--- src/rtl/plfu_pkg.sv ---
// Package: shared types, constants and codes for the piecewise linear function unit.
`timescale 1ns / 1ps

package plfu_pkg;

  localparam int NUM_SEGMENTS_DEF = 10;

  localparam int MODE_W  = 2;
  localparam int IDX_W   = 4;
  localparam int VALUE_W = 32;
  localparam int X_W     = 16;
  localparam int BND_W   = 16;
  localparam int SLOPE_W = 16;
  localparam int ICPT_W  = 32;
  localparam int SEGO_W  = 4;

  localparam int DIFF_W  = X_W + 1;
  localparam int PROD_W  = DIFF_W + SLOPE_W;
  localparam int SCALE   = 7;
  localparam int ACC_W   = PROD_W + SCALE + 1;

  localparam logic [MODE_W-1:0] MODE_EVAL     = 2'd0;
  localparam logic [MODE_W-1:0] MODE_WR_BND   = 2'd1;
  localparam logic [MODE_W-1:0] MODE_WR_SLOPE = 2'd2;
  localparam logic [MODE_W-1:0] MODE_WR_ICPT  = 2'd3;

  localparam logic [ICPT_W-1:0] RESULT_MAX = {1'b0, {(ICPT_W-1){1'b1}}};
  localparam logic [ICPT_W-1:0] RESULT_MIN = {1'b1, {(ICPT_W-1){1'b0}}};

  typedef struct packed {
    logic        [MODE_W-1:0]  mode;
    logic        [IDX_W-1:0]   entry_index;
    logic signed [VALUE_W-1:0] table_value;
    logic signed [X_W-1:0]     x_value;
  } in_item_t;

  typedef struct packed {
    logic signed [ICPT_W-1:0] result_value;
    logic        [SEGO_W-1:0] segment_used;
    logic                     saturated;
  } out_item_t;

  typedef struct packed {
    logic                     boundary_en;
    logic                     lower_en;
    logic                     slope_en;
    logic                     icpt_en;
    logic [IDX_W-1:0]         idx;
    logic [VALUE_W-1:0]       value;
  } wr_cmd_t;

endpackage

--- src/rtl/piecewise_linear_function_unit.sv ---
// Top level: input beat decode, table write commands, stage valids and stall chain.
`timescale 1ns / 1ps

// Five-stage pipeline that takes one beat per clock while item_stall is low
// and raises result_valid for an evaluate once it has passed the input
// register, boundary compare bank, coefficient memory read, 17x16 multiply,
// then scaled add with saturation into the output register. Write beats
// update the tables as they leave the input register and produce no result;
// an evaluate taken in the next cycle already sees the new entry. Stages that
// hold no beat absorb a downstream stall, so the unit keeps taking beats while
// the output waits.
module piecewise_linear_function_unit #(
  parameter int NUM_SEGMENTS = plfu_pkg::NUM_SEGMENTS_DEF
) (
  input  logic                clk,
  input  logic                rst,
  input  logic                item_valid,
  output logic                item_stall,
  input  plfu_pkg::in_item_t  item,
  output logic                result_valid,
  input  logic                result_stall,
  output plfu_pkg::out_item_t result
);

  localparam int SEG_W = $clog2(NUM_SEGMENTS);

  logic v1, v2, v3, v4, v5;
  logic r1, r2, r3, r4, r5;
  plfu_pkg::in_item_t s1_item;
  plfu_pkg::wr_cmd_t  wr;
  logic               fire1;
  logic               is_eval;
  logic               idx_le_n;
  logic               idx_lt_n;

  logic [SEG_W-1:0]                     seg2, seg3;
  logic signed [plfu_pkg::X_W-1:0]      x2, x3;
  logic signed [plfu_pkg::BND_W-1:0]    lower3;
  logic signed [plfu_pkg::SLOPE_W-1:0]  slope3;
  logic signed [plfu_pkg::ICPT_W-1:0]   icpt3;

  assign r5 = !v5 || !result_stall;
  assign r4 = !v4 || r5;
  assign r3 = !v3 || r4;
  assign r2 = !v2 || r3;
  assign r1 = !v1 || r2;

  assign item_stall   = !r1;
  assign result_valid = v5;

  assign fire1    = v1 && r2;
  assign is_eval  = s1_item.mode == plfu_pkg::MODE_EVAL;
  assign idx_le_n = 32'(s1_item.entry_index) <= 32'(NUM_SEGMENTS);
  assign idx_lt_n = 32'(s1_item.entry_index) < 32'(NUM_SEGMENTS);

  always_comb begin
    wr.boundary_en = fire1 && s1_item.mode == plfu_pkg::MODE_WR_BND && idx_le_n;
    wr.lower_en    = fire1 && s1_item.mode == plfu_pkg::MODE_WR_BND && idx_lt_n;
    wr.slope_en    = fire1 && s1_item.mode == plfu_pkg::MODE_WR_SLOPE && idx_lt_n;
    wr.icpt_en     = fire1 && s1_item.mode == plfu_pkg::MODE_WR_ICPT && idx_lt_n;
    wr.idx         = s1_item.entry_index;
    wr.value       = s1_item.table_value;
  end

  always_ff @(posedge clk) begin
    if (rst) begin
      v1 <= 1'b0;
      v2 <= 1'b0;
      v3 <= 1'b0;
      v4 <= 1'b0;
      v5 <= 1'b0;
    end else begin
      if (r1) begin
        v1 <= item_valid;
      end
      if (r2) begin
        v2 <= v1 && is_eval;
      end
      if (r3) begin
        v3 <= v2;
      end
      if (r4) begin
        v4 <= v3;
      end
      if (r5) begin
        v5 <= v4;
      end
    end
  end

  always_ff @(posedge clk) begin
    if (r1) begin
      s1_item <= item;
    end
  end

  plfu_seg_select #(
    .NUM_SEGMENTS(NUM_SEGMENTS)
  ) u_seg_select (
    .clk   (clk),
    .wr    (wr),
    .load  (r2),
    .x_in  (s1_item.x_value),
    .seg   (seg2),
    .x_out (x2)
  );

  plfu_coef_mem #(
    .NUM_SEGMENTS(NUM_SEGMENTS)
  ) u_coef_mem (
    .clk     (clk),
    .wr      (wr),
    .load    (r3),
    .seg_in  (seg2),
    .x_in    (x2),
    .seg_out (seg3),
    .x_out   (x3),
    .lower   (lower3),
    .slope   (slope3),
    .icpt    (icpt3)
  );

  plfu_mac #(
    .NUM_SEGMENTS(NUM_SEGMENTS)
  ) u_mac (
    .clk      (clk),
    .load_mul (r4),
    .load_out (r5),
    .seg      (seg3),
    .x        (x3),
    .lower    (lower3),
    .slope    (slope3),
    .icpt     (icpt3),
    .result   (result)
  );

  a_reset_clears: assert property (@(posedge clk)
    $past(rst) |-> !result_valid && !v1 && !v4)
    else $error("pipeline valid after reset");

  a_sat_extreme: assert property (@(posedge clk) disable iff (rst)
    result_valid && result.saturated |->
      result.result_value == plfu_pkg::RESULT_MAX ||
      result.result_value == plfu_pkg::RESULT_MIN)
    else $error("saturated result not at a range limit");

  a_seg_range: assert property (@(posedge clk) disable iff (rst)
    result_valid |-> 32'(result.segment_used) < 32'(NUM_SEGMENTS))
    else $error("segment index out of range");

  a_eval_advances: assert property (@(posedge clk) disable iff (rst)
    v1 && r2 && is_eval |=> v2)
    else $error("evaluate beat lost between stages");

  a_write_no_result: assert property (@(posedge clk) disable iff (rst)
    v1 && r2 && !is_eval && !v3 |=> !v3 || $past(v2))
    else $error("write beat produced a pipeline slot");

  a_stall_only_full: assert property (@(posedge clk) disable iff (rst)
    item_stall |-> v1 && v2 && v3 && v4 && v5)
    else $error("input stalled with a free stage");

endmodule

--- src/rtl/plfu_seg_select.sv ---
// Boundary registers and parallel compare bank that pick the segment for x.
`timescale 1ns / 1ps

module plfu_seg_select #(
  parameter int NUM_SEGMENTS = plfu_pkg::NUM_SEGMENTS_DEF
) (
  input  logic                                clk,
  input  plfu_pkg::wr_cmd_t                   wr,
  input  logic                                load,
  input  logic signed [plfu_pkg::X_W-1:0]     x_in,
  output logic [$clog2(NUM_SEGMENTS)-1:0]     seg,
  output logic signed [plfu_pkg::X_W-1:0]     x_out
);

  localparam int SEG_W  = $clog2(NUM_SEGMENTS);
  localparam int BIDX_W = $clog2(NUM_SEGMENTS + 1);

  logic signed [plfu_pkg::BND_W-1:0] bnd [NUM_SEGMENTS+1];
  logic [SEG_W-1:0]                  seg_next;

  always_ff @(posedge clk) begin
    if (wr.boundary_en) begin
      bnd[BIDX_W'(wr.idx)] <= wr.value[plfu_pkg::BND_W-1:0];
    end
  end

  always_comb begin
    seg_next = SEG_W'(NUM_SEGMENTS - 1);
    for (int j = NUM_SEGMENTS - 1; j >= 0; j--) begin
      if (x_in < bnd[j+1]) begin
        seg_next = SEG_W'(j);
      end
    end
  end

  always_ff @(posedge clk) begin
    if (load) begin
      seg   <= seg_next;
      x_out <= x_in;
    end
  end

endmodule

--- src/rtl/plfu_coef_mem.sv ---
// Lower boundary, slope and intercept memories with registered reads.
`timescale 1ns / 1ps

module plfu_coef_mem #(
  parameter int NUM_SEGMENTS = plfu_pkg::NUM_SEGMENTS_DEF
) (
  input  logic                                 clk,
  input  plfu_pkg::wr_cmd_t                    wr,
  input  logic                                 load,
  input  logic [$clog2(NUM_SEGMENTS)-1:0]      seg_in,
  input  logic signed [plfu_pkg::X_W-1:0]      x_in,
  output logic [$clog2(NUM_SEGMENTS)-1:0]      seg_out,
  output logic signed [plfu_pkg::X_W-1:0]      x_out,
  output logic signed [plfu_pkg::BND_W-1:0]    lower,
  output logic signed [plfu_pkg::SLOPE_W-1:0]  slope,
  output logic signed [plfu_pkg::ICPT_W-1:0]   icpt
);

  localparam int SEG_W = $clog2(NUM_SEGMENTS);

  logic [plfu_pkg::BND_W-1:0]   lower_mem [NUM_SEGMENTS];
  logic [plfu_pkg::SLOPE_W-1:0] slope_mem [NUM_SEGMENTS];
  logic [plfu_pkg::ICPT_W-1:0]  icpt_mem  [NUM_SEGMENTS];

  always_ff @(posedge clk) begin
    if (wr.lower_en) begin
      lower_mem[SEG_W'(wr.idx)] <= wr.value[plfu_pkg::BND_W-1:0];
    end
    if (wr.slope_en) begin
      slope_mem[SEG_W'(wr.idx)] <= wr.value[plfu_pkg::SLOPE_W-1:0];
    end
    if (wr.icpt_en) begin
      icpt_mem[SEG_W'(wr.idx)] <= wr.value[plfu_pkg::ICPT_W-1:0];
    end
  end

  always_ff @(posedge clk) begin
    if (load) begin
      lower   <= lower_mem[seg_in];
      slope   <= slope_mem[seg_in];
      icpt    <= icpt_mem[seg_in];
      seg_out <= seg_in;
      x_out   <= x_in;
    end
  end

endmodule

--- src/rtl/plfu_mac.sv ---
// Multiply-add datapath: offset, product, scaled sum and saturation over two stages.
`timescale 1ns / 1ps

module plfu_mac #(
  parameter int NUM_SEGMENTS = plfu_pkg::NUM_SEGMENTS_DEF
) (
  input  logic                                 clk,
  input  logic                                 load_mul,
  input  logic                                 load_out,
  input  logic [$clog2(NUM_SEGMENTS)-1:0]      seg,
  input  logic signed [plfu_pkg::X_W-1:0]      x,
  input  logic signed [plfu_pkg::BND_W-1:0]    lower,
  input  logic signed [plfu_pkg::SLOPE_W-1:0]  slope,
  input  logic signed [plfu_pkg::ICPT_W-1:0]   icpt,
  output plfu_pkg::out_item_t                  result
);

  localparam int SEG_W = $clog2(NUM_SEGMENTS);

  logic signed [plfu_pkg::DIFF_W-1:0] diff;
  logic signed [plfu_pkg::PROD_W-1:0] prod;
  logic signed [plfu_pkg::PROD_W-1:0] prod_q;
  logic signed [plfu_pkg::ICPT_W-1:0] icpt_q;
  logic [SEG_W-1:0]                   seg_q;
  logic signed [plfu_pkg::ACC_W-1:0]  acc;
  logic                               sat_hi;
  logic                               sat_lo;
  plfu_pkg::out_item_t                result_next;

  assign diff = plfu_pkg::DIFF_W'(x) - plfu_pkg::DIFF_W'(lower);
  assign prod = plfu_pkg::PROD_W'(diff) * plfu_pkg::PROD_W'(slope);

  always_ff @(posedge clk) begin
    if (load_mul) begin
      prod_q <= prod;
      icpt_q <= icpt;
      seg_q  <= seg;
    end
  end

  assign acc = (plfu_pkg::ACC_W'(prod_q) <<< plfu_pkg::SCALE) + plfu_pkg::ACC_W'(icpt_q);

  assign sat_hi = !acc[plfu_pkg::ACC_W-1] &&
                  (|acc[plfu_pkg::ACC_W-2:plfu_pkg::ICPT_W-1]);
  assign sat_lo = acc[plfu_pkg::ACC_W-1] &&
                  !(&acc[plfu_pkg::ACC_W-2:plfu_pkg::ICPT_W-1]);

  always_comb begin
    result_next.segment_used = plfu_pkg::SEGO_W'(seg_q);
    result_next.saturated    = sat_hi || sat_lo;
    if (sat_hi) begin
      result_next.result_value = plfu_pkg::RESULT_MAX;
    end else if (sat_lo) begin
      result_next.result_value = plfu_pkg::RESULT_MIN;
    end else begin
      result_next.result_value = acc[plfu_pkg::ICPT_W-1:0];
    end
  end

  always_ff @(posedge clk) begin
    if (load_out) begin
      result <= result_next;
    end
  end

endmodule

--- config.mk ---
export PLATFORM = sky130hd
export DESIGN_NAME = piecewise_linear_function_unit
export DESIGN_NICKNAME = d
export VERILOG_FILES = /design/src/rtl/plfu_pkg.sv /design/src/rtl/piecewise_linear_function_unit.sv /design/src/rtl/plfu_seg_select.sv /design/src/rtl/plfu_coef_mem.sv /design/src/rtl/plfu_mac.sv
export SDC_FILE = /design/constraint.sdc
export NUM_CORES = 2
export LEC_CHECK = 0
export ABC_AREA = 1
export BUFFER_PORTS_ARGS = -buffer_cell sky130_fd_sc_hd__buf_2
export CAP_MARGIN = 20
export CORE_AREA = 5 5 402 404
export CTS_BUF_LIST = sky130_fd_sc_hd__clkbuf_8 sky130_fd_sc_hd__clkbuf_16
export DETAILED_ROUTE_END_ITERATION = 8
export DIE_AREA = 0 0 407 409
export REMOVE_ABC_BUFFERS = 1
export SETUP_SLACK_MARGIN = 0.4
export SYNTH_ARGS = -nofsm -noshare
export SYNTH_HDL_FRONTEND = slang
export SYNTH_SLANG_ARGS = --single-unit
--- constraint.sdc ---
create_clock -name clk -period 7.2 [get_ports clk]
set_clock_uncertainty 0.1 [all_clocks]
set_input_delay 0.36 -clock clk [delete_from_list [all_inputs] [get_ports clk]]
set_output_delay 0.36 -clock clk [all_outputs]
set_load 0.005 [all_outputs]
==> impl_metrics.py <==
metrics = {
    "status": {
        "outcome": "finished clean",
    },
    "synthesis": {
        "asyncSetResetFlopFracSynth": 0,
        "main_combinational_cell_family_by_area_after_synthesis": "adder cells",
        "synthesized_instance_count": 4513,
        "post-synth-top-area-fraction": 0.575,
        "synthSimpleGateAreaFrac": 0.0722,
        "post_synth_main_area_contributors": "sky130_fd_sc_hd__edfxtp_1 57%, sky130_fd_sc_hd__fa_1 10%, sky130_fd_sc_hd__ha_1 6.1%",
        "synth_adder_area_share": 0.163,
        "compound_gate_fraction_of_synth_area": 0.0792,
        "netlist.top_cell.by_area": "sky130_fd_sc_hd__edfxtp_1",
        "synth-edff-count": 1048,
        "synthXorXnorAreaFrac": 0.0108,
        "ys_seq_area_frac": 0.577,
        "ys_ff_latch": 1053,
        "yosys_warnings": 0,
        "most_common_flop_cell_mapped_by_yosys": "sky130_fd_sc_hd__edfxtp_1",
        "synthesis.area_per_instance_um2": 12.1,
        "synthesis.area_mm2": 0.0548,
        "yosys-mux-area-fraction": 0.0351,
        "unique_masters_post_synth": 56,
    },
    "setup_path": {
        "slowest_stage_cell_on_the_critical_path": "sky130_fd_sc_hd__fa_1",
        "timing.critical_path.fanout_max": 6,
        "worstSetupStartpointType": "flip-flop",
        "worst-setup-path-type": "flip-flop to flip-flop",
        "critical_path.most_common_cell": "sky130_fd_sc_hd__fa_1",
        "arrival_ns": 7.50,
        "critPathRequiredTime_ns": 7.58,
        "critPathCaptureType": "flip-flop",
        "critical_path.max_stage_delay_ns": 0.53,
    },
    "floorplanning": {
        "start_util": 0.348,
        "die_w_um": 407,
        "dieArea_mm2": 0.166,
        "core.rowCount": 146,
        "design.portCount": 97,
        "core_mm2": 0.157,
        "die_h_um": 409,
    },
    "final_layout": {
        "highest_count_cells_in_the_layout_ignoring_fill_and_taps": "1048 x sky130_fd_sc_hd__edfxtp_1, 737 x sky130_fd_sc_hd__inv_1, 516 x sky130_fd_sc_hd__nand2_1, 284 x sky130_fd_sc_hd__o21ai_0, 268 x sky130_fd_sc_hd__buf_4",
        "mostFrequentLayoutCell": "sky130_fd_sc_hd__edfxtp_1",
        "post_route_cells_drive_above_1_share": 0.165,
        "syn_to_final_growth_pct": 18.8,
        "fin_nets": 5544,
        "diodes": 0,
    },
    "cts": {
        "cts_tree": "built",
        "htree_num_levels": 3,
        "clock-sinks": 1053,
        "cts.root.buffer_cell": "sky130_fd_sc_hd__clkbuf_16",
        "skew_pair_late_insertion_delay_ns": 0.73,
        "ctsLongestPathBuffers": 3,
        "cts.clk_slew.worst_paths_ns": 0.06,
        "cts-buffers-inserted": 108,
    },
    "route": {
        "antenna_violation_net_count_after_detailed_routing": 0,
        "postRouteWirelength_mm": 133,
        "avgRoutedWirePerCell_um": 18.7,
        "detail_route.vias_per_cell": 4.81,
        "drtPass1Iterations": 6,
        "remaining_drcs": 0,
        "vias": 34151,
        "number_of_drc_violations_after_detailed_routing_iteration_0": 2411,
    },
    "timing": {
        "final.min_clock_period_ns": 7.12,
        "timing.final.hold_violations": 0,
        "report.final.setup_viol": 0,
        "rsz_0062_raised_after_global_routing": "yes",
        "tightest_slew_ns": 1.04,
        "slew-limit-headroom": 0.307,
        "period_share": 0.989,
        "fin_ws_ns": 0.0802,
        "final-max-slew-violation-count": 0,
        "max_freq_ghz": 0.140,
    },
    "global_routing": {
        "gr-usage-all-layers": 0.159,
        "grt_max_degree": 130,
        "overflow": 0,
        "grt_antenna_before_repair": 4,
        "first_pass_grt_wire_length_mm": 204,
        "first_global_vias": 34822,
    },
    "job": {
        "maxCapViolations": 0,
    },
    "placement": {
        "port_buffers": 96,
        "detailed_placer_s_ending_hpwl_mm": 87.8,
        "place_congestion": 0.852,
        "worst_slack_at_placement_ns": -0.286,
    },
    "worst_hold_path": {
        "timing.hold.worst.class": "input port to flip-flop",
    },
}
cell families after synthesis:
logic type,after synthesis
compound gates,777
mux,192
xor+xnor,66
simple gates,977
flops,1053
fa+ha+maj,546
buf+inv,902
Yosys cell counts (23+ instances only):
cell type                  number
sky130_fd_sc_hd__o21ai_0      302
sky130_fd_sc_hd__o211ai_1     130
sky130_fd_sc_hd__clkbuf_1      89
sky130_fd_sc_hd__edfxtp_1    1048
sky130_fd_sc_hd__nor2_1       275
sky130_fd_sc_hd__buf_2         23
sky130_fd_sc_hd__fa_1         278
sky130_fd_sc_hd__nand3_1       72
sky130_fd_sc_hd__nor3_1        25
sky130_fd_sc_hd__ha_1         268
sky130_fd_sc_hd__inv_1        757
sky130_fd_sc_hd__nand2_1      548
sky130_fd_sc_hd__mux2i_1      192
sky130_fd_sc_hd__a21oi_1      297
sky130_fd_sc_hd__xor2_1        43
layout make-up:
type | count | area (um2)
clock buffers | 113 | 2770
clock inverters | 85 | 875
fillers | 14482 | 92400
inverters | 768 | 2920
multi-input cells | 2558 | 20900
flip-flops and latches | 1053 | 31600
well taps | 2072 | 2590
repair buffers | 451 | 3440
flip-flops by register name (all words and copies together) (netlist names), 33 cells and up:
signal                count
u_coef_mem.icpt_mem     320
u_coef_mem.lower_mem    160
u_coef_mem.slope_mem    160
u_seg_select.bnd        144
s1_item                  54
u_mac.result             37
u_mac.prod_q             33
final timing paths:
check,from,endpoint,slack [ns],depth (start not counted)
max,u_coef_mem.lower[0],u_mac.prod_q[30],0.08,34
min,result_stall,u_mac.result[4],0.22,3
max reg2reg,u_coef_mem.lower[0],u_mac.prod_q[30],0.08,34
min reg2reg,u_coef_mem.seg_out[2],u_mac.seg_q[2],0.32,0
per-layer routing:
layer  share of wire  wire (um)  global-route usage  vias up
met4           0.024       3210              0.0434        0
met3           0.050       6690              0.0237      208
li1                -          -                   -    16274
met5               0          0                   0        -
met2            0.48      64000               0.267      889
met1            0.44      59200               0.215    16780
per-stage QoR:
step	hold slack [ns]	util	TNS, ns	area, um2	std cells
3_5_place_dp	0.305	0.376	-2.18	59300	6798
3_3_place_gp	0.302	0.376	-1.54	59300	6798
2_1_floorplan	0.300	-	-247.25	54200	4379
4_1_cts	0.154	0.409	0	64400	7076
6_report	0.218	0.413	0	65100	7100
5_1_grt	0.199	0.413	-1.13	65100	7100
critical path: cells and delay by family, from the launching register on:
family | cells | cell delay [ns]
buf+inv | 7 | 0.57
compound gates | 5 | 0.47
simple gates | 12 | 1.35
xor+xnor | 1 | 0.14
flops | 1 | 0.41
fa+ha+maj | 9 | 3.85
timing repair:
item | in CTS | in global routing
setup endpoints to repair | 21 | 22
hold buffers | 56 | 0
hold endpoints to repair | 59 | 0
pin swaps | 94 | 91
setup buffers | 24 | 24
gates resized for setup | 175 | 137
Power is left out: the tool's default activity adds up to more than one toggle a clock period on the data nets, which glitch-free logic cannot reach.
